--- src/rtl/ssd_pkg.sv ---
// Package for the sample standard deviation block.
// Holds widths, limits and the job/result structs shared by ssd_core and the top level.
// No dependencies.
package ssd_pkg;

    // Largest group is 2^COUNT_LOG2 present samples
    localparam int COUNT_LOG2 = 16;
    localparam int CNT_W      = COUNT_LOG2 + 1;
    localparam logic [CNT_W-1:0] CNT_MAX = CNT_W'(1) << COUNT_LOG2;

    localparam int SAMPLE_W = 24;
    localparam int SUM_W    = 40;
    localparam int SQ_W     = 64;
    localparam int STD_W    = 23;

    // Datapath widths of the finishing unit
    localparam int PROD_W = CNT_W + SQ_W;      // n*S2 and S1*S1
    localparam int DIV_W  = 2 * CNT_W;         // n*(n-1)
    localparam int ROOT_W = STD_W + 1;
    localparam int VAR_W  = 2 * ROOT_W;        // variance fits below 2^48
    localparam int REM_W  = (DIV_W > ROOT_W + 2) ? DIV_W : ROOT_W + 2;
    localparam int ITER_W = $clog2(PROD_W);

    localparam logic [STD_W-1:0] STD_MAX = {STD_W{1'b1}};

    // Group totals handed to the finishing unit
    typedef struct packed {
        logic [SUM_W-1:0] sum;
        logic [SQ_W-1:0]  sq;
        logic [CNT_W-1:0] cnt;
    } t_ssd_job;

    // Finished result from the finishing unit
    typedef struct packed {
        logic             done;
        logic [STD_W-1:0] std_dev;
        logic             valid_res;
    } t_ssd_res;

endpackage

--- src/rtl/ssd_if.sv ---
// Request channels of the sample standard deviation block.
// Input samples and output results, each with valid/ready; depends on nothing.
interface ssd_in_if;
    logic        valid;
    logic        ready;
    logic [23:0] sample;
    logic        is_missing;
    logic        last;

    modport source (output valid, output sample, output is_missing, output last, input ready);
    modport sink   (input valid, input sample, input is_missing, input last, output ready);
endinterface

interface ssd_out_if;
    logic        valid;
    logic        ready;
    logic [22:0] std_dev;
    logic        valid_res;
    logic        overflow;

    modport source (output valid, output std_dev, output valid_res, output overflow, input ready);
    modport sink   (input valid, input std_dev, input valid_res, input overflow, output ready);
endinterface

--- src/rtl/ssd_core.sv ---
// Finishing unit: sqrt((n*S2 - S1^2) / (n*(n-1))); n*(n-1) is a plain multiply, the rest runs over one
// shared adder/subtractor: shift-add multiplies, restoring divide and digit-by-digit root in turn. Uses ssd_pkg.
module ssd_core import ssd_pkg::*; (
    input  logic     i_clk,
    input  logic     i_rst_n,
    input  logic     i_start,
    input  t_ssd_job i_job,
    input  logic     i_take,
    output t_ssd_res o_res
);

    localparam logic [2:0] ST_IDLE = 3'd0;
    localparam logic [2:0] ST_PREP = 3'd1;
    localparam logic [2:0] ST_MULB = 3'd2;
    localparam logic [2:0] ST_MULA = 3'd3;
    localparam logic [2:0] ST_DIFF = 3'd4;
    localparam logic [2:0] ST_DIV  = 3'd5;
    localparam logic [2:0] ST_SQRT = 3'd6;
    localparam logic [2:0] ST_DONE = 3'd7;

    logic [2:0]        r_state;
    logic [ITER_W-1:0] r_iter;
    logic [SUM_W-1:0]  r_sum;
    logic [SQ_W-1:0]   r_sq;
    logic [CNT_W-1:0]  r_n;
    logic [DIV_W-1:0]  r_d;
    logic [SUM_W-1:0]  r_mplier;
    logic [PROD_W-1:0] r_acc;
    logic [PROD_W-1:0] r_b;
    logic [REM_W-1:0]  r_rem;
    logic [ROOT_W-1:0] r_root;
    logic              r_valid_res;

    // Shared adder/subtractor
    logic [PROD_W-1:0] alu_a;
    logic [PROD_W-1:0] alu_b;
    logic              alu_sub;
    logic [PROD_W-1:0] alu_sum;
    logic              alu_co;

    logic [DIV_W:0]    div_trial;
    logic [REM_W-1:0]  sqrt_trial;
    logic [PROD_W-1:0] mcand;

    assign div_trial  = {r_rem[DIV_W-1:0], r_acc[PROD_W-1]};
    assign sqrt_trial = {r_rem[REM_W-3:0], r_acc[VAR_W-1 -: 2]};
    assign mcand      = (r_state == ST_MULB) ? PROD_W'(r_sum) : PROD_W'(r_sq);

    // Pick operands for the current step
    always_comb begin
        alu_a   = '0;
        alu_b   = '0;
        alu_sub = 1'b0;
        case (r_state)
            ST_PREP: begin
                alu_b   = PROD_W'(r_sum);
                alu_sub = 1'b1;
            end
            ST_MULB, ST_MULA: begin
                alu_a = {r_acc[PROD_W-2:0], 1'b0};
                alu_b = r_mplier[SUM_W-1] ? mcand : '0;
            end
            ST_DIFF: begin
                alu_a   = r_acc;
                alu_b   = r_b;
                alu_sub = 1'b1;
            end
            ST_DIV: begin
                alu_a   = PROD_W'(div_trial);
                alu_b   = PROD_W'(r_d);
                alu_sub = 1'b1;
            end
            ST_SQRT: begin
                alu_a   = PROD_W'(sqrt_trial);
                alu_b   = PROD_W'({r_root, 2'b01});
                alu_sub = 1'b1;
            end
            default: begin
                alu_a   = '0;
            end
        endcase
    end

    assign {alu_co, alu_sum} = {1'b0, alu_a} + {1'b0, (alu_sub ? ~alu_b : alu_b)}
                             + (PROD_W+1)'(alu_sub);

    // Sequencer and datapath registers
    always_ff @(posedge i_clk) begin
        if (!i_rst_n) begin
            r_state <= ST_IDLE;
        end else begin
            case (r_state)
                ST_IDLE: begin
                    if (i_start) begin
                        r_sum       <= i_job.sum;
                        r_sq        <= i_job.sq;
                        r_n         <= i_job.cnt;
                        r_root      <= '0;
                        r_valid_res <= (i_job.cnt >= CNT_W'(2));
                        r_state     <= (i_job.cnt >= CNT_W'(2)) ? ST_PREP : ST_DONE;
                    end
                end
                ST_PREP: begin
                    // Take the magnitude of the sum and form n*(n-1)
                    r_sum    <= r_sum[SUM_W-1] ? alu_sum[SUM_W-1:0] : r_sum;
                    r_mplier <= r_sum[SUM_W-1] ? alu_sum[SUM_W-1:0] : r_sum;
                    r_d      <= DIV_W'(r_n) * DIV_W'(r_n - CNT_W'(1));
                    r_acc    <= '0;
                    r_iter   <= ITER_W'(SUM_W - 1);
                    r_state  <= ST_MULB;
                end
                ST_MULB: begin
                    r_acc    <= alu_sum;
                    r_mplier <= {r_mplier[SUM_W-2:0], 1'b0};
                    r_iter   <= r_iter - ITER_W'(1);
                    if (r_iter == '0) begin
                        r_b      <= alu_sum;
                        r_acc    <= '0;
                        r_mplier <= {r_n, {(SUM_W-CNT_W){1'b0}}};
                        r_iter   <= ITER_W'(CNT_W - 1);
                        r_state  <= ST_MULA;
                    end
                end
                ST_MULA: begin
                    r_acc    <= alu_sum;
                    r_mplier <= {r_mplier[SUM_W-2:0], 1'b0};
                    r_iter   <= r_iter - ITER_W'(1);
                    if (r_iter == '0) begin
                        r_state <= ST_DIFF;
                    end
                end
                ST_DIFF: begin
                    // Clamp a negative numerator to zero
                    r_acc   <= alu_co ? alu_sum : '0;
                    r_rem   <= '0;
                    r_iter  <= ITER_W'(PROD_W - 1);
                    r_state <= ST_DIV;
                end
                ST_DIV: begin
                    r_rem  <= alu_co ? REM_W'(alu_sum[DIV_W-1:0])
                                     : REM_W'(div_trial[DIV_W-1:0]);
                    r_acc  <= {r_acc[PROD_W-2:0], alu_co};
                    r_iter <= r_iter - ITER_W'(1);
                    if (r_iter == '0) begin
                        r_state <= ST_SQRT;
                        r_iter  <= ITER_W'(ROOT_W - 1);
                    end
                end
                ST_SQRT: begin
                    r_rem  <= alu_co ? alu_sum[REM_W-1:0] : sqrt_trial;
                    r_root <= {r_root[ROOT_W-2:0], alu_co};
                    r_acc  <= {r_acc[PROD_W-3:0], 2'b00};
                    r_iter <= r_iter - ITER_W'(1);
                    if (r_iter == '0) begin
                        r_state <= ST_DONE;
                    end
                end
                ST_DONE: begin
                    if (i_take) begin
                        r_state <= ST_IDLE;
                    end
                end
                default: begin
                    r_state <= ST_IDLE;
                end
            endcase
            if (r_state == ST_DIFF || (r_state == ST_DIV && r_iter == '0)) begin
                r_root <= '0;
            end
            if (r_state == ST_DIV && r_iter == '0) begin
                r_rem <= '0;
            end
        end
    end

    // Hold the result, saturated to the output range
    assign o_res.done      = (r_state == ST_DONE);
    assign o_res.std_dev   = r_root[ROOT_W-1] ? STD_MAX : r_root[STD_W-1:0];
    assign o_res.valid_res = r_valid_res;

    a_start_leaves_idle: assert property (@(posedge i_clk) disable iff (!i_rst_n)
        (r_state == ST_IDLE && i_start) |=> (r_state != ST_IDLE))
        else $error("finishing unit ignored a start");

    a_div_rem_bound: assert property (@(posedge i_clk) disable iff (!i_rst_n)
        (r_state == ST_DIV) |-> (REM_W'(r_rem) < REM_W'(r_d)))
        else $error("divider remainder not below divisor");

    a_sqrt_rem_bound: assert property (@(posedge i_clk) disable iff (!i_rst_n)
        (r_state == ST_SQRT) |-> (r_rem <= REM_W'({r_root, 1'b0})))
        else $error("root remainder above twice the partial root");

endmodule

--- src/rtl/sample_std_deviation.sv ---
// Sample standard deviation over groups of signed Q12.12 samples.
//
// Input channel i_in carries one sample request per cycle with is_missing
// and last flags; output channel o_out carries one result per group.
// Present samples are summed, squared and counted as they are accepted,
// one per cycle, while the block is not finishing a group. Past
// 2^COUNT_LOG2 present samples further ones are dropped and the result
// reports overflow.
// On the request marked last the totals go to ssd_core, which computes
// sqrt((n*S2 - S1^2) / (n*(n-1))) with one shared adder and, for n*(n-1),
// a multiplier: a setup step, 40 + 17 shift-add multiply steps, 1 subtract,
// 81 divide steps and 24 root steps. A group with fewer than two samples
// skips these steps. i_in.ready is low while a group is being finished.
// The result waits in an output register; a stalled receiver holds it and,
// once the next group finishes, the block waits for the slot, but new
// samples are still accepted while only the output register is full.
// Reset (i_rst_n low, synchronous) clears the totals and drops any result.
// Uses ssd_pkg, ssd_if and ssd_core.
module sample_std_deviation import ssd_pkg::*; (
    input  logic          i_clk,
    input  logic          i_rst_n,
    ssd_in_if.sink        i_in,
    ssd_out_if.source     o_out
);

    logic [SUM_W-1:0]  r_sum;
    logic [SQ_W-1:0]   r_sq;
    logic [CNT_W-1:0]  r_cnt;
    logic              r_ovf;
    logic              r_busy;
    logic              r_job_ovf;
    logic              r_out_valid;
    logic [STD_W-1:0]  r_out_std;
    logic              r_out_vres;
    logic              r_out_ovf;

    logic [SUM_W-1:0]      n_sum;
    logic [SQ_W-1:0]       n_sq;
    logic [CNT_W-1:0]      n_cnt;
    logic                  n_ovf;
    logic                  in_acc;
    logic                  take;
    logic                  add_smp;
    logic [2*SAMPLE_W-1:0] smp_sq;
    t_ssd_job              job;
    t_ssd_res              res;

    assign in_acc   = i_in.valid && i_in.ready;
    assign i_in.ready = !r_busy;
    assign take     = !r_out_valid || o_out.ready;

    // Fold one present sample into the totals
    assign add_smp = !i_in.is_missing && (r_cnt != CNT_MAX);
    assign smp_sq  = (2*SAMPLE_W)'($signed(i_in.sample) * $signed(i_in.sample));
    assign n_sum   = add_smp ? r_sum + SUM_W'($signed(i_in.sample)) : r_sum;
    assign n_sq    = add_smp ? r_sq + SQ_W'(smp_sq) : r_sq;
    assign n_cnt   = add_smp ? r_cnt + CNT_W'(1) : r_cnt;
    assign n_ovf   = r_ovf || (!i_in.is_missing && (r_cnt == CNT_MAX));

    assign job.sum = n_sum;
    assign job.sq  = n_sq;
    assign job.cnt = n_cnt;

    ssd_core u_core (
        .i_clk   (i_clk),
        .i_rst_n (i_rst_n),
        .i_start (in_acc && i_in.last),
        .i_job   (job),
        .i_take  (take),
        .o_res   (res)
    );

    // Accumulate samples; clear on the last request of a group
    always_ff @(posedge i_clk) begin
        if (!i_rst_n) begin
            r_sum  <= '0;
            r_sq   <= '0;
            r_cnt  <= '0;
            r_ovf  <= 1'b0;
            r_busy <= 1'b0;
        end else begin
            if (in_acc) begin
                if (i_in.last) begin
                    r_sum     <= '0;
                    r_sq      <= '0;
                    r_cnt     <= '0;
                    r_ovf     <= 1'b0;
                    r_busy    <= 1'b1;
                    r_job_ovf <= n_ovf;
                end else begin
                    r_sum <= n_sum;
                    r_sq  <= n_sq;
                    r_cnt <= n_cnt;
                    r_ovf <= n_ovf;
                end
            end
            if (res.done && take) begin
                r_busy <= 1'b0;
            end
        end
    end

    // Output register: load a finished result, drop it once taken
    always_ff @(posedge i_clk) begin
        if (!i_rst_n) begin
            r_out_valid <= 1'b0;
        end else begin
            if (res.done && take) begin
                r_out_valid <= 1'b1;
                r_out_std   <= res.std_dev;
                r_out_vres  <= res.valid_res;
                r_out_ovf   <= r_job_ovf;
            end else if (o_out.ready) begin
                r_out_valid <= 1'b0;
            end
        end
    end

    assign o_out.valid     = r_out_valid;
    assign o_out.std_dev   = r_out_std;
    assign o_out.valid_res = r_out_vres;
    assign o_out.overflow  = r_out_ovf;

    a_cnt_limit: assert property (@(posedge i_clk) disable iff (!i_rst_n)
        r_cnt <= CNT_MAX)
        else $error("sample count past its limit");

    a_last_starts_job: assert property (@(posedge i_clk) disable iff (!i_rst_n)
        (in_acc && i_in.last) |=> r_busy)
        else $error("last request did not start the finishing unit");

    a_done_only_busy: assert property (@(posedge i_clk) disable iff (!i_rst_n)
        res.done |-> r_busy)
        else $error("finished result with no group in flight");

    a_invalid_zero: assert property (@(posedge i_clk) disable iff (!i_rst_n)
        (o_out.valid && !o_out.valid_res) |-> (o_out.std_dev == '0))
        else $error("invalid result carries a nonzero value");

endmodule
--- src/flat_wrapper.sv ---
// flat-port wrapper written by rule: the top's interface ports become plain ports
module sample_std_deviation_flat import ssd_pkg::*;
  (i_clk, i_rst_n, i_in_valid, i_in_sample, i_in_is_missing, i_in_last, i_in_ready, o_out_valid, o_out_std_dev, o_out_valid_res, o_out_overflow, o_out_ready);
  ssd_in_if i_in_i ();
  ssd_out_if o_out_i ();
  input  logic i_clk;
  input  logic i_rst_n;
  input wire logic [$bits(i_in_i.valid)-1:0] i_in_valid;
  input wire logic [$bits(i_in_i.sample)-1:0] i_in_sample;
  input wire logic [$bits(i_in_i.is_missing)-1:0] i_in_is_missing;
  input wire logic [$bits(i_in_i.last)-1:0] i_in_last;
  output wire logic [$bits(i_in_i.ready)-1:0] i_in_ready;
  output wire logic [$bits(o_out_i.valid)-1:0] o_out_valid;
  output wire logic [$bits(o_out_i.std_dev)-1:0] o_out_std_dev;
  output wire logic [$bits(o_out_i.valid_res)-1:0] o_out_valid_res;
  output wire logic [$bits(o_out_i.overflow)-1:0] o_out_overflow;
  input wire logic [$bits(o_out_i.ready)-1:0] o_out_ready;
  assign i_in_i.valid = i_in_valid;
  assign i_in_i.sample = i_in_sample;
  assign i_in_i.is_missing = i_in_is_missing;
  assign i_in_i.last = i_in_last;
  assign i_in_ready = i_in_i.ready;
  assign o_out_valid = o_out_i.valid;
  assign o_out_std_dev = o_out_i.std_dev;
  assign o_out_valid_res = o_out_i.valid_res;
  assign o_out_overflow = o_out_i.overflow;
  assign o_out_i.ready = o_out_ready;
  sample_std_deviation u_core (.i_clk(i_clk), .i_rst_n(i_rst_n), .i_in(i_in_i), .o_out(o_out_i));
endmodule
--- config.mk ---
export PLATFORM = sky130hd
export DESIGN_NAME = sample_std_deviation_flat
export DESIGN_NICKNAME = d
export VERILOG_FILES = /design/src/rtl/ssd_pkg.sv /design/src/rtl/ssd_if.sv /design/src/rtl/ssd_core.sv /design/src/rtl/sample_std_deviation.sv /design/src/flat_wrapper.sv
export SDC_FILE = /design/constraint.sdc
export NUM_CORES = 2
export LEC_CHECK = 0
export ABC_AREA = 0
export BUFFER_PORTS_ARGS = -buffer_cell sky130_fd_sc_hd__buf_2
export CAP_MARGIN = 20
export CORE_AREA = 2 2 336 338
export DETAILED_ROUTE_END_ITERATION = 12
export DIE_AREA = 0 0 338 340
export GPL_TIMING_DRIVEN = 0
export PLACE_DENSITY = 0.76
export SLEW_MARGIN = 20
export SYNTH_ARGS = -nofsm -noshare
export SYNTH_HDL_FRONTEND = slang
export SYNTH_HIERARCHICAL = 1
export SYNTH_SLANG_ARGS = --single-unit
--- constraint.sdc ---
create_clock -name i_clk -period 23.9 [get_ports i_clk]
set_input_delay 2.39 -clock i_clk [delete_from_list [all_inputs] [get_ports i_clk]]
set_output_delay 2.39 -clock i_clk [all_outputs]
set_load 0.01 [all_outputs]
==> summary.txt <==
Status: finished, final reports clean
Count leader, synth: inv_1
Setup TNS: 0 ps
Die width: 338 µm
Arrival @ worst endpoint: 14120 ps
CTS Buffer Depth: 3
Violation count after the first detailed-route iteration: 5841
Max-slew violations: 0
Skew-Pair Late Insertion Delay: 650 ps
Slew @ Worst Pin: 1150 ps
Fmax: 72.9 MHz
Max-cap violations: 0
Crit share post-route: 57.4%
Yosys reg bits: 575
Mux share of post-synthesis cell area: 1.51%
RSZ-0062 raised after global routing: no
Headroom to the max-slew limit: 22.5%
Via Count: 54300
Overall overflow remaining after global route: 0
Synth top area share: 24.2%
Final HPWL DP: 175 mm
Die area: 115000 µm²
Worst path top cell family by delay: adder cells
Final net count: 8541
PostCTS Resize Cnt: 0
Max stage delay on crit path: 860 ps
GRT Util Overall: 37.1%
CTS Root Cell: clkbuf_16
Avg Cell Area, Syn: 9.34 µm²
First-pass GRT wire length: 324 mm
Drt via density: 6.17
Rows: 123
Post-synthesis simple-gate area fraction: 13.4%
Minimum clock period after layout: 13710 ps
Crit Path Max Fanout: 23
Core area: 112000 µm²
Dominant cell type by area after synthesis: fa_1
TritonCTS Buffers: 55
Sink Count: 575
Hold WC Path Type: flop to flop
Die Ht: 340 µm
Synth warnings: 6
H-tree depth: 2
Critical Path End Type: flop
Worst reg2reg setup slack: 12580 ps
Clk_skew: 13.4 ps
Layout cells sized above 1: 3.99%
Area delta synth->final: 6.52%
Mapped Area: 66400 µm²
Xor and xnor area share after synthesis: 3.70%
Synth cell types: 110
Num ports: 57
Top cells by area, synth: fa_1 (24%), edfxtp_1 (20%), ha_1 (8.7%)
Hold-fix buffers, CTS: 0
Routed len/inst: 24.2 µm
Largest family of logic cells by synthesized area: adder cells
GP Congestion: 1.02
Adder-cell share of the synthesized area: 32.9%
Clock transition at the registers of the reported paths: 60 ps
List of most frequent post-synthesis cells: inv_1 (1127), fa_1 (802), nand2_1 (665)
Post-synthesis compound-gate area fraction: 15.9%
TritonCTS clock tree: yes
Initial antenna violation count: 8
Post-Syn Instances: 7115
DRC Markers: 0
Detailed Route WL: 213 mm
CP max stage cell: fa_1
Bufs and invs on worst path: 8
Cell mode on critical path: fa_1
I/O Buffers: 55
DRT antenna net count: 0
Number of synthesized flops with an enable pin: 448
Mapped Nets: 8409
Post-synth ARST share: 0%
WS Path Type: input port to flop
Dominant synthesized flop cell: edfxtp_1
Final hold vios: 0
Seq/Total Area, Yosys: 24.1%
Setup bufs post-CTS: 0
Starting Density: 59.5%
Vias in the first global route: 55000
Crit path launch type: input port
Final setup vio count: 0
CP required: 24310 ps
TritonRoute pass-1 iters: 6
Pin count of the biggest net entering global routing: 45
final cells by class:
class                           instances  area (µm²)
Clock inverter                         35         429
Multi-Input combinational cell       5049       44800
Tap cell                             1500        1880
Clock buffer                           66        1450
Sequential cell                       575       16000
Timing Repair Buffer                   75         519
Buffer                                361        1410
Inverter                             1130        4240
Fill cell                            9454       40800
Antenna cell                            3        7.51
cells by family after synthesis:
group,count (synthesis)
XOR/XNOR,281
multiplexers,98
AND/OR/NAND/NOR,1813
AO/OA/AOI/OAI,1593
flip-flops,575
adder cells (fa/ha/maj),1264
buffers and inverters,1491
stage by stage:
| step | instance area [µm²] | worst slack [ps] | utilization [%] | hold WS, ps | cells |
|---|---|---|---|---|---|
| final | 70800 | 10190 | 63.4 | 437 | 8794 |
| after global routing | 70800 | 9740 | 63.4 | 440 | 8792 |
| after CTS | 70800 | 10380 | 63.4 | 436 | 8791 |
| after detailed placement | 68900 | 9700 | 61.7 | 433 | 8690 |
| after global placement | 68600 | 9860 | 61.5 | 413 | 8670 |
| after floorplan | 66400 | 12770 | - | 400 | 7115 |
worst paths after layout:
check,depth (start not counted),startpoint,to
min reg2reg,0,u_core/r_job_ovf,u_core/o_out.overflow
min,0,u_core/r_job_ovf,u_core/o_out.overflow
max,34,i_in_sample[23],u_core/u_core/r_sq[47]
max reg2reg,33,u_core/u_core/r_n[0],u_core/u_core/r_d[31]
sequential cells by signal (all words and copies together) (netlist names), 3 cells and up:
signal	flops
u_core/u_core/r_d	33
u_core/u_core/r_root	24
u_core/u_core/r_sq	64
u_core/u_core/r_mplier	40
u_core/u_core/r_rem	34
u_core/u_core/r_state	3
u_core/u_core/r_n	17
u_core/u_core/r_b	81
u_core/r_sum	40
u_core/r_sq	64
u_core/o_out.std_dev	23
u_core/r_cnt	17
u_core/u_core/r_acc	81
u_core/u_core/r_iter	7
u_core/u_core/r_sum	40
cell usage in the layout (no fill, tap or decap), types with 16 or more instances in the layout:
cell type  instances
and2_1           124
dfxtp_1          127
or3_1             22
a221oi_1          54
edfxtp_1         448
nand2b_1         202
o31ai_1           26
or2_2             32
o21ai_1           48
a22o_1            73
o21ai_0          334
buf_1             23
clkbuf_1         314
a22oi_1          185
a31oi_1           37
nor2b_1          112
xnor2_1          179
o21bai_1          46
and3_1            61
a21oi_1          360
nand2_1          665
clkbuf_16         55
inv_1           1127
xor2_1           102
nand3b_1          30
a211oi_1          38
mux2i_1           81
nand3_1           53
nor3_1            55
and4_1            16
buf_2             83
nand4_1           63
fa_1             802
ha_1             462
o21a_1            34
a21o_1           186
nor2_1           315
routing by layer:
| metal | wire [µm] | share of wire, % | GRT usage (%) | vias up |
|---|---|---|---|---|
| met2 | 97000 | 46 | 59.6 | 2764 |
| met1 | 83800 | 39 | 48.8 | 26700 |
| met5 | 38 | 0.018 | 0 | - |
| li1 | - | - | - | 24200 |
| met3 | 19900 | 9.3 | 6.69 | 585 |
| met4 | 11900 | 5.6 | 17.7 | 6 |
Power is left out: the tool's default activity adds up to more than one toggle a clock period on the data nets, which glitch-free logic cannot reach.
